File: config.mk
export PLATFORM = sky130hd
export DESIGN_NAME = rgb_led_pulse_encoder
export DESIGN_NICKNAME = d
export VERILOG_FILES = /design/src/rlpe_pkg.sv /design/src/rlpe_queue.sv /design/src/rlpe_front.sv /design/src/rlpe_back.sv /design/src/rgb_led_pulse_encoder.sv
export SDC_FILE = /design/constraint.sdc
export NUM_CORES = 1
export LEC_CHECK = 0
export BUFFER_PORTS_ARGS = -buffer_cell sky130_fd_sc_hd__buf_2
export CAP_MARGIN = 20
export CORE_ASPECT_RATIO = 1.5
export CORE_MARGIN = 4
export CORE_UTILIZATION = 45
export CTS_CLUSTER_SIZE = 14
export DETAILED_ROUTE_END_ITERATION = 8
export GPL_TIMING_DRIVEN = 0
export PLACE_DENSITY = 0.61
export SETUP_SLACK_MARGIN = 0.3
export SKIP_LAST_GASP = 1
export SYNTH_ARGS = -nofsm -noshare
export SYNTH_HDL_FRONTEND = slang
export SYNTH_SLANG_ARGS = --single-unit
File: constraint.sdc
create_clock -name clock -period 5.4 [get_ports clock]
set_clock_uncertainty 0.1 [all_clocks]
set_input_delay 0.81 -clock clock [delete_from_list [all_inputs] [get_ports clock]]
set_output_delay 0.81 -clock clock [all_outputs]
set_load 0.05 [all_outputs]
File: src/rlpe_pkg.sv
`timescale 1ns / 1ps
// ----------------------------------------------------------------------------
// rlpe_pkg
// Shared types and constants of the RGB LED pulse encoder.
// ----------------------------------------------------------------------------
package rlpe_pkg;

   // Bit slots sent for one pixel: three colour bytes.
   localparam int unsigned BITS_PER_PIXEL = 24;
   localparam int unsigned CHAN_W         = 8;

   // Control register indexes.
   typedef enum logic [1:0] {
      CSR_MAX_BRIGHTNESS = 2'd0,
      CSR_LED_COUNT      = 2'd1,
      CSR_DUTY_ZERO      = 2'd2,
      CSR_DUTY_ONE       = 2'd3
   } csr_index_type;

   // Register values after reset.
   localparam logic [7:0] RST_MAX_BRIGHTNESS = 8'd255;
   localparam logic [7:0] RST_LED_COUNT      = 8'd16;
   localparam logic [7:0] RST_DUTY_ZERO      = 8'd36;
   localparam logic [7:0] RST_DUTY_ONE       = 8'd72;

   // One classified pixel handed from the front end to the serialiser.
   typedef struct packed {
      logic [3:0]                ring;
      logic [BITS_PER_PIXEL-1:0] bits;  // green, red, blue; MSB first
      logic                      tail;  // last pixel of the ring: append gap
   } rlpe_pixel_type;

   // Exact floor(p / 255) for any product p of two 8-bit values (p up to 65025).
   function automatic logic [CHAN_W-1:0] div255(input logic [15:0] p);
      logic [16:0] s;
      s = {1'b0, p} + {9'b0, p[15:8]} + 17'd1;
      return s[15:8];
   endfunction

endpackage

File: src/rlpe_queue.sv
`timescale 1ns / 1ps
// ----------------------------------------------------------------------------
// rlpe_queue
// Two-entry queue of classified pixels between the front end and serialiser.
// ----------------------------------------------------------------------------
module rlpe_queue (
   input  logic                    clock,
   input  logic                    reset,
   input  logic                    push,
   input  rlpe_pkg::rlpe_pixel_type push_data,
   output logic                    full,
   input  logic                    pop,
   output rlpe_pkg::rlpe_pixel_type pop_data,
   output logic                    empty
);
   import rlpe_pkg::*;

   rlpe_pixel_type entry_ff [2];
   logic       wr_ptr_ff, wr_ptr_in;
   logic       rd_ptr_ff, rd_ptr_in;
   logic [1:0] count_ff, count_in;
   logic       do_push, do_pop;

   assign full     = (count_ff == 2'd2);
   assign empty    = (count_ff == 2'd0);
   assign pop_data = entry_ff[rd_ptr_ff];
   assign do_push  = push && !full;
   assign do_pop   = pop && !empty;

   // Pointer and fill count update.
   always_comb begin
      wr_ptr_in = do_push ? ~wr_ptr_ff : wr_ptr_ff;
      rd_ptr_in = do_pop ? ~rd_ptr_ff : rd_ptr_ff;
      count_in  = count_ff;
      if (do_push && !do_pop) begin
         count_in = count_ff + 2'd1;
      end else if (do_pop && !do_push) begin
         count_in = count_ff - 2'd1;
      end
   end

   always_ff @(posedge clock) begin
      if (reset) begin
         wr_ptr_ff <= 1'b0;
         rd_ptr_ff <= 1'b0;
         count_ff  <= 2'd0;
      end else begin
         wr_ptr_ff <= wr_ptr_in;
         rd_ptr_ff <= rd_ptr_in;
         count_ff  <= count_in;
      end
   end

   // Entry storage needs no reset.
   always_ff @(posedge clock) begin
      if (do_push) begin
         entry_ff[wr_ptr_ff] <= push_data;
      end
   end

endmodule

File: src/rlpe_front.sv
`timescale 1ns / 1ps
// ----------------------------------------------------------------------------
// rlpe_front
// Accepts pixels, drops those out of range and scales the colour channels.
// ----------------------------------------------------------------------------
module rlpe_front #(
   parameter int unsigned NUM_RINGS = 4
) (
   input  logic                     clock,
   input  logic                     reset,
   input  logic                     req_push,
   output logic                     req_full,
   input  logic [3:0]               req_ring,
   input  logic [7:0]               req_pixel_index,
   input  logic [7:0]               req_red,
   input  logic [7:0]               req_green,
   input  logic [7:0]               req_blue,
   input  logic [7:0]               max_brightness,
   input  logic [7:0]               led_count,
   output logic                     q_push,
   output rlpe_pkg::rlpe_pixel_type q_data,
   input  logic                     q_full
);
   import rlpe_pkg::*;

   logic        valid_ff, valid_in;
   logic [3:0]  ring_ff;
   logic        tail_ff;
   logic [15:0] prod_g_ff, prod_r_ff, prod_b_ff;
   logic        accept, in_range;

   assign req_full = valid_ff && q_full;
   assign accept   = req_push && !req_full;
   assign q_push   = valid_ff && !q_full;

   // A beat is kept only if its ring and index are both in range.
   assign in_range = ({1'b0, req_ring} < 5'(NUM_RINGS)) && (req_pixel_index < led_count);

   always_comb begin
      valid_in = valid_ff;
      if (accept) begin
         valid_in = in_range;
      end else if (q_push) begin
         valid_in = 1'b0;
      end
   end

   always_ff @(posedge clock) begin
      if (reset) begin
         valid_ff <= 1'b0;
      end else begin
         valid_ff <= valid_in;
      end
   end

   // Brightness products are registered before the division by 255.
   always_ff @(posedge clock) begin
      if (accept) begin
         ring_ff   <= req_ring;
         tail_ff   <= (req_pixel_index == (led_count - 8'd1));
         prod_g_ff <= req_green * max_brightness;
         prod_r_ff <= req_red * max_brightness;
         prod_b_ff <= req_blue * max_brightness;
      end
   end

   // Scaled channels in transmit order.
   always_comb begin
      q_data.ring = ring_ff;
      q_data.tail = tail_ff;
      q_data.bits = {div255(prod_g_ff), div255(prod_r_ff), div255(prod_b_ff)};
   end

endmodule

File: src/rlpe_back.sv
`timescale 1ns / 1ps
// ----------------------------------------------------------------------------
// rlpe_back
// Serialises one pixel into pulse-width words and, after the last pixel of a ring, appends the latch gap.
// ----------------------------------------------------------------------------
module rlpe_back #(
   parameter int unsigned RESET_SLOTS = 40
) (
   input  logic                     clock,
   input  logic                     reset,
   input  rlpe_pkg::rlpe_pixel_type q_data,
   input  logic                     q_empty,
   output logic                     q_pop,
   input  logic [7:0]               duty_zero,
   input  logic [7:0]               duty_one,
   output logic                     rsp_empty,
   input  logic                     rsp_pop,
   output logic [3:0]               rsp_ring_out,
   output logic [7:0]               rsp_duty,
   output logic                     rsp_last
);
   import rlpe_pkg::*;

   localparam int unsigned Slots = BITS_PER_PIXEL + RESET_SLOTS;
   localparam int unsigned CntW  = $clog2(Slots);

   logic                      busy_ff, busy_in;
   logic [3:0]                ring_ff;
   logic                      tail_ff;
   logic [BITS_PER_PIXEL-1:0] shift_ff;
   logic [CntW-1:0]           cnt_ff;
   logic                      out_valid_ff, out_valid_in;
   logic [3:0]                out_ring_ff;
   logic [7:0]                out_duty_ff;
   logic                      out_last_ff;
   logic                      advance, final_word;
   logic [CntW-1:0]           last_idx;
   logic [7:0]                duty_word;

   assign rsp_empty    = !out_valid_ff;
   assign rsp_ring_out = out_ring_ff;
   assign rsp_duty     = out_duty_ff;
   assign rsp_last     = out_last_ff;

   // While a pixel is loaded, a word is produced whenever the output register is free or drains.
   assign advance    = busy_ff && (!out_valid_ff || rsp_pop);
   assign last_idx   = tail_ff ? CntW'(Slots - 1) : CntW'(BITS_PER_PIXEL - 1);
   assign final_word = advance && (cnt_ff == last_idx);
   assign q_pop      = !q_empty && (!busy_ff || final_word);

   // Data slots carry a duty per bit; slots past the data are the gap.
   assign duty_word = (cnt_ff < CntW'(BITS_PER_PIXEL)) ?
                      (shift_ff[BITS_PER_PIXEL-1] ? duty_one : duty_zero) : 8'd0;

   always_comb begin
      busy_in = busy_ff;
      if (q_pop) begin
         busy_in = 1'b1;
      end else if (final_word) begin
         busy_in = 1'b0;
      end
      out_valid_in = out_valid_ff;
      if (advance) begin
         out_valid_in = 1'b1;
      end else if (rsp_pop) begin
         out_valid_in = 1'b0;
      end
   end

   always_ff @(posedge clock) begin
      if (reset) begin
         busy_ff      <= 1'b0;
         out_valid_ff <= 1'b0;
      end else begin
         busy_ff      <= busy_in;
         out_valid_ff <= out_valid_in;
      end
   end

   // Current pixel: load from the queue, otherwise step one slot per word.
   always_ff @(posedge clock) begin
      if (q_pop) begin
         ring_ff  <= q_data.ring;
         tail_ff  <= q_data.tail;
         shift_ff <= q_data.bits;
         cnt_ff   <= '0;
      end else if (advance) begin
         shift_ff <= {shift_ff[BITS_PER_PIXEL-2:0], 1'b0};
         cnt_ff   <= cnt_ff + CntW'(1);
      end
   end

   // Output register.
   always_ff @(posedge clock) begin
      if (advance) begin
         out_ring_ff <= ring_ff;
         out_duty_ff <= duty_word;
         out_last_ff <= (cnt_ff == last_idx);
      end
   end

endmodule

File: src/rgb_led_pulse_encoder.sv
`timescale 1ns / 1ps
// Path: a pixel beat passes the front-end registers, the two-entry queue, the serialiser's
// pixel register and its output register. One word per cycle while rsp_pop keeps the output
// draining; a pixel gives 24 words, or 24 + RESET_SLOTS when it is the last of its ring.
// Pixels out of range produce nothing and never enter the queue.
// Reset (synchronous, active high) empties the pipeline and restores the registers.
// ----------------------------------------------------------------------------
// rgb_led_pulse_encoder
// Turns streamed pixels into pulse-width words for addressable LED rings.
// ----------------------------------------------------------------------------
module rgb_led_pulse_encoder #(
   parameter int unsigned NUM_RINGS   = 4,
   parameter int unsigned RESET_SLOTS = 40
) (
   input  logic       clock,
   input  logic       reset,
   input  logic       csr_we,
   input  logic [1:0] csr_index,
   input  logic [7:0] csr_wdata,
   input  logic       req_push,
   output logic       req_full,
   input  logic [3:0] req_ring,
   input  logic [7:0] req_pixel_index,
   input  logic [7:0] req_red,
   input  logic [7:0] req_green,
   input  logic [7:0] req_blue,
   output logic       rsp_empty,
   input  logic       rsp_pop,
   output logic [3:0] rsp_ring_out,
   output logic [7:0] rsp_duty,
   output logic       rsp_last
);
   import rlpe_pkg::*;

   logic [7:0]     max_brightness_ff, led_count_ff, duty_zero_ff, duty_one_ff;
   logic           q_push, q_full, q_pop, q_empty;
   rlpe_pixel_type q_wdata, q_rdata;

   // Control registers.
   always_ff @(posedge clock) begin
      if (reset) begin
         max_brightness_ff <= RST_MAX_BRIGHTNESS;
         led_count_ff      <= RST_LED_COUNT;
         duty_zero_ff      <= RST_DUTY_ZERO;
         duty_one_ff       <= RST_DUTY_ONE;
      end else if (csr_we) begin
         case (csr_index_type'(csr_index))
            CSR_MAX_BRIGHTNESS: max_brightness_ff <= csr_wdata;
            CSR_LED_COUNT:      led_count_ff      <= csr_wdata;
            CSR_DUTY_ZERO:      duty_zero_ff      <= csr_wdata;
            CSR_DUTY_ONE:       duty_one_ff       <= csr_wdata;
            default: ;
         endcase
      end
   end

   rlpe_front #(
      .NUM_RINGS(NUM_RINGS)
   ) u_front (
      .clock          (clock),
      .reset          (reset),
      .req_push       (req_push),
      .req_full       (req_full),
      .req_ring       (req_ring),
      .req_pixel_index(req_pixel_index),
      .req_red        (req_red),
      .req_green      (req_green),
      .req_blue       (req_blue),
      .max_brightness (max_brightness_ff),
      .led_count      (led_count_ff),
      .q_push         (q_push),
      .q_data         (q_wdata),
      .q_full         (q_full)
   );

   rlpe_queue u_queue (
      .clock    (clock),
      .reset    (reset),
      .push     (q_push),
      .push_data(q_wdata),
      .full     (q_full),
      .pop      (q_pop),
      .pop_data (q_rdata),
      .empty    (q_empty)
   );

   rlpe_back #(
      .RESET_SLOTS(RESET_SLOTS)
   ) u_back (
      .clock       (clock),
      .reset       (reset),
      .q_data      (q_rdata),
      .q_empty     (q_empty),
      .q_pop       (q_pop),
      .duty_zero   (duty_zero_ff),
      .duty_one    (duty_one_ff),
      .rsp_empty   (rsp_empty),
      .rsp_pop     (rsp_pop),
      .rsp_ring_out(rsp_ring_out),
      .rsp_duty    (rsp_duty),
      .rsp_last    (rsp_last)
   );

endmodule

# Yosys cells after proc, flatten, opt, wreduce, memory -nomap -nowiden

Memory sizes are Yosys's and may differ from the RTL's. A register that Yosys moved wholly into a read port is not among the register bits.
Cells that the tools add are included.

Flip-flop bits (word level): 140
Latch bits: 0
Bits in writable memories: 58
ROM bits: 0
Bits of input ports: 51
Word-level logic and storage cells: 94
Memories kept: 1

$add $sub $neg: 10
Multiply operators: 3
Divide/modulo/power cells: 0
Magnitude comparators: 3
Equal/unequal tests: 6
Shift-type cells: 0
Mux-type cells: 16
Bitwise operators: 2
Reductions and logical operators: 31

Memory list:

| name             | depth | width | read ports | clocked after memory_dff | wr ports | line             | source |
|---|---|---|---|---|---|---|---|
| u_queue.entry_ff | 2     | 29    | 1          | 1                        | 1        | rlpe_queue.sv:18 | `rlpe_pixel_type entry_ff [2];` |

Operator list:

| kind                                                                         | count |
|---|---|
| 16-bit by 1-bit adder with 16-bit output, second input constant              | 3 |
| 16-bit by 8-bit adder with 16-bit output                                     | 3 |
| 8-bit by 8-bit multiplier with 16-bit output                                 | 3 |
| 24-bit 2-to-1 mux                                                            | 2 |
| 1-bit logical AND                                                            | 11 |
| 1-bit 2-to-1 mux                                                             | 10 |
| 2-bit nonzero test                                                           | 5 |
| 8-bit == test                                                                | 1 |
| 8-bit less-than comparator                                                   | 1 |
| 8-bit 2-to-1 mux                                                             | 1 |
| 2-bit AND reduction                                                          | 4 |
| 8-bit by 1-bit subtractor with 8-bit output, second input constant           | 1 |
| 1-bit logical NOT                                                            | 7 |
| 6-bit by 1-bit adder with 6-bit output, second input constant                | 1 |
| 2-bit == test, second input constant                                         | 3 |
| 6-bit == test                                                                | 1 |
| 6-bit by 5-bit less-than comparator with 1-bit output, second input constant | 1 |
| 6-bit 2-to-1 mux                                                             | 1 |
| 2-bit logical NOT                                                            | 2 |
| 4-bit by 3-bit less-than comparator with 1-bit output, second input constant | 1 |
| 2-bit 2-to-1 mux                                                             | 2 |
| 2-bit by 1-bit adder with 2-bit output, second input constant                | 1 |
| 2-bit by 1-bit == test with 1-bit output, second input constant              | 1 |
| 1-bit logical OR                                                             | 2 |
| other kinds (2)                                                              | 3 |

# Logic depth before layout (Yosys ltp)

Depth in word-level cells: 10
Depth in mapped cells: 17
Mapped depth without buffers: 16

# Cells and area by module

Synthesis repeated with hierarchy kept, for this count alone.

Cell total of the unflattened synthesis: 1445
Area, all modules: 15376.0 µm²

By module, submodules not included:

| module                | times used | cells each | area each (µm²) | sequential area each (µm²) |
|---|---|---|---|---|
| rlpe_front            | 1          | 954        | 9110.0          | 1611.5 |
| rlpe_back             | 1          | 251        | 2662.6          | 1421.4 |
| rlpe_queue            | 1          | 115        | 2306.0          | 1841.8 |
| rgb_led_pulse_encoder | 1          | 125        | 1297.5          | 640.6 |

# Worst setup path after synthesis

No wires, ideal clock.

Path kind: input to register
From: in req_green[5]
To: reg u_front.prod_g_ff[14] (data pin)
Arrival time: 4.447 ns
Path slack: 0.596 ns
Stages: 14
Cells stage by stage: and2_1 > fa_1 > inv_1 > fa_1 > fa_1 > fa_1 > inv_1 > ha_1 > a2111oi_4 > o211ai_1 > a221oi_2 > o21bai_1 > a21oi_1 > xnor2_1

Word-level cells in the longest chain between the ends: 1

RTL lines:

| item                                         | line                        | source |
|---|---|---|
| start, declared                              | rgb_led_pulse_encoder.sv:25 | `input logic [7:0] req_green,` |
| 8-bit by 8-bit multiplier with 16-bit output | rlpe_front.sv:61            | `prod_g_ff <= req_green * max_brightness;` |
| end signal, assigned                         | rlpe_front.sv:61            |  |
| end, declared                                | rlpe_front.sv:29            | `logic [15:0] prod_g_ff, prod_r_ff, prod_b_ff;` |

Every way passes these cells.
A chain may end at the register's enable or synchronous reset.

# Final worst setup path

From: reg max_brightness_ff[5]
To: reg u_front.prod_r_ff[14] (data pin)

Word-level cells in the longest chain between the ends: 1

RTL lines:

| item                                         | line                        | source |
|---|---|---|
| start, declared                              | rgb_led_pulse_encoder.sv:35 | `logic [7:0] max_brightness_ff, led_count_ff, duty_zero_ff, duty_one_ff;` |
| start signal, assigned                       | rgb_led_pulse_encoder.sv:48 | `CSR_MAX_BRIGHTNESS: max_brightness_ff <= csr_wdata;` |
| 8-bit by 8-bit multiplier with 16-bit output | rlpe_front.sv:62            | `prod_r_ff <= req_red * max_brightness;` |
| end signal, assigned                         | rlpe_front.sv:62            |  |
| end, declared                                | rlpe_front.sv:29            |  |

Every way passes these cells.

==> results.yml <==
placement:
  gp_congestion: 0.837
  portBuffers: 64
  pre_cts_ws_ns: -0.0410
  dp_hpwl_um: 23400
floorplan:
  rows: 80
  dieArea_um2: 35300
  die_y_um: 228
  io_pins: 66
  initial_core_util_pct: 45.7
  coreArea_um2: 31800
  die_x_um: 155
cts:
  cts_tree: "built"
  worstSkewPairLatency_ns: 0.43
  clkTransAtPathRegs_ns: 0.06
  cts.path.max_buffers: 2
  root_buffer: "clkbuf_16"
  cts_sinks: 199
  htree_levels: 4
  numCtsBuffers: 17
  hold_buffers: 0
route:
  antenna_left: 0
  wl_per_cell_um: 15.4
  routed_wirelength_um: 28600
  drt-pass1-iter-count: 4
  post-route-drc-count: 0
  drtIter0Drc: 205
  vias_per_cell: 5.08
  vias: 9404
layout:
  nNetsFinal: 1726
  fin_util_pct: 50.4
  area_growth_pct: 10.3
  antenna_cells: 0
  layout_commonest_cell: "inv_1"
  nFillCells: 2996
  final_cell_mix: "inv_1, and2_1, edfxtp_1"
  drive_above_1_share_pct: 9.72
power_and_ir_drop:
  seqPwrFrac_pct: 30.4
  power.density_nw_per_um2: 549
  ir_drop_mv: 0.340
  p_int_mw: 5.31
  clkPwrFrac_pct: 13.7
  combPwrFrac_pct: 55.9
  leakage_nw: 6.92
  netSwitchingPower_mw: 3.50
  swShare_pct: 39.7
timing:
  final_max_slew_viol_count: 0
  fmax_mhz: 207
  fin_crit_ns: 4.84
  hold_ws_ns: 0.320
  setup_tns_ns: 0
  setup_viol: 0
  rsz0062_at_grt: "true"
  slew_headroom_pct: 32.4
  hold_viol: 0
  post-route-worst-setup-slack_ns: 0.564
  worstMarginPinSlew_ns: 1.01
  fin_crit_sh_pct: 89.6
global_routing:
  grt_usage_pct: 17.0
  grt_max_degree: 38
  grt_pass1_wl_um: 48500
  grt_pass1_vias: 9945
  grt_remaining_overflow: 0
  antenna_found_initial: 0
critical_path:
  worstSetupPathType: "reg2reg"
  cp.required_ns: 5.47
  critPathMaxStageDelay_ns: 0.50
  worst-path-max-fanout: 10
  endpoint_kind: "register"
  critPathArrivalTime_ns: 4.91
  cp_common_cell: "fa_1"
  slowest_stage: "fa_1"
  crit_chain: "clkbuf_4 -> nand2_1 -> fa_1 -> fa_1 -> inv_1 -> fa_1 -> inv_1 -> fa_1 -> inv_1 -> ha_1 -> or4_1 -> o21ai_1 -> o21ba_4 -> a31o_1 -> a21oi_2 -> xnor2_1"
  worstSetupStartpointType: "register"
synthesis:
  ys_seq_elements: 199
  synth_cell_types: 60
  ys_warn_count: 0
  synthCells: 1341
  ys.flop_type: "edfxtp_1"
  synth.avg_cell_area_um2: 10.8
  synth_edf_count: 153
  async_reset_ff_share_pct: 0
  synth_nets: 1640
  syn-cell-area_um2: 14500
  synth-seq-area-share_pct: 37.9
run:
  cap_violations: 0
outcome:
  status: "finished, final reports clean"
hold_path:
  hp-class: "reg2reg"
[per-stage QoR]
stage | instance area, um2 | total power, mW | instances
finish | 16000 | 8.81 | 1850
global route | 16000 | 9.70 | 1850
CTS | 16000 | 8.91 | 1849
detailed placement | 15400 | 7.67 | 1817
global placement | 15400 | 7.56 | 1815
floorplan | 14500 | 6.58 | 1341
[power by group through the flow]
| stage | sequential (mW) | clock (mW) | combinational (mW) |
|---|---|---|---|
| floorplan | 2.72 | 0 | 3.86 |
| global placement | 2.71 | 0 | 4.85 |
| detailed placement | 2.72 | 0 | 4.95 |
| CTS | 2.69 | 1.24 | 4.98 |
| global route | 2.72 | 1.31 | 5.68 |
| finish | 2.68 | 1.21 | 4.92 |
[critical path: cells and delay by family (launching register included)]
family,cells,cell delay [ns]
AO/OA/AOI/OAI,4,0.62
adder cells (fa/ha/maj),5,2.25
AND/OR/NAND/NOR,2,0.58
buffers and inverters,4,0.46
flip-flops,1,0.46
XOR/XNOR,1,0.10
[state kept, by name, indices dropped and copies added (netlist names), 4 cells and up, named ones only]
name,flops
u_front.prod_r_ff,16
max_brightness_ff,8
duty_one_ff,8
u_front.prod_b_ff,16
duty_zero_ff,8
led_count_ff,8
u_front.prod_g_ff,16
u_back.ring_ff,4
u_back.shift_ff,24
u_front.ring_ff,4
u_queue.entry_ff,58
u_back.cnt_ff,6
u_back.rsp_duty,8
u_back.rsp_ring_out,4
[cell type report]
type	count	area, um2	area share, %
clock buffers	26	510	3.18
plain buffers	37	181	1.13
multi-input cells	929	8230	51.3
flip-flops and latches	199	5520	34.4
repair buffers	67	367	2.28
well taps	410	513	3.20
inverters	176	661	4.12
clock inverters	6	63.8	0.398
[synthesized netlist by cell type (4+ instances only)]
master | n | area (um2)
inv_1 | 173 | 649
and2_1 | 158 | 988
edfxtp_1 | 153 | 4590
ha_1 | 140 | 1750
nand2_1 | 110 | 413
fa_1 | 108 | 2160
xnor2_1 | 54 | 473
nor2_1 | 51 | 191
dfxtp_1 | 46 | 921
a21oi_1 | 43 | 215
mux2i_1 | 40 | 400
clkbuf_1 | 34 | 128
o21ai_0 | 26 | 130
nand3_1 | 19 | 95.1
o21ai_1 | 19 | 95.1
xor2_1 | 18 | 158
nor2b_1 | 13 | 81.3
a21o_1 | 12 | 90.1
o21a_1 | 11 | 82.6
nand4_1 | 10 | 62.6
a211o_1 | 8 | 70.1
nand2b_1 | 8 | 50.1
a211oi_1 | 7 | 52.6
nor3_1 | 7 | 35.0
o211ai_1 | 7 | 52.6
mux2_2 | 5 | 56.3
nand3b_1 | 5 | 37.5
o21bai_1 | 4 | 30.0
or3_1 | 4 | 25.0
[final timing paths]
| check | startpoint | end | slack [ns] | depth (start not counted) |
|---|---|---|---|---|
| setup / recovery | max_brightness_ff[5] | u_front.prod_r_ff[14] | 0.56 | 16 |
| hold / removal | u_back.ring_ff[0] | u_back.rsp_ring_out[0] | 0.32 | 0 |
| setup reg to reg | max_brightness_ff[5] | u_front.prod_r_ff[14] | 0.56 | 16 |
| hold reg to reg | u_back.ring_ff[0] | u_back.rsp_ring_out[0] | 0.32 | 0 |
[metal layers]
metal / vias to the layer above / routed length (um) / global-route usage [%] / part of all wire (%)
met5: - / 0 / 0 / 0
met4: 0 / 954 / 7.10 / 3.3
met3: 48 / 709 / 2.03 / 2.5
met2: 136 / 15700 / 32.2 / 55
met1: 4571 / 11200 / 19.1 / 39
li1: 4649 / - / - / -
[cell families (layout without fill, tap and decap cells)]
logic type	after synthesis	count (layout)	share of synthesized area, %
adder cells (fa/ha/maj)	248	248	26.9
multiplexers	45	45	3.14
AND/OR/NAND/NOR	404	404	14.6
buffers and inverters	213	312	5.57
flip-flops	199	199	37.9
XOR/XNOR	72	72	4.34
AO/OA/AOI/OAI	160	160	7.52
[what timing repair did]
action | CTS | global route
cloned | 0 | 0
endpoints found under the setup margin | 11 | 7
resized for setup | 12 | 23
setup buffers | 0 | 0
(Power assumes the default switching activity.)
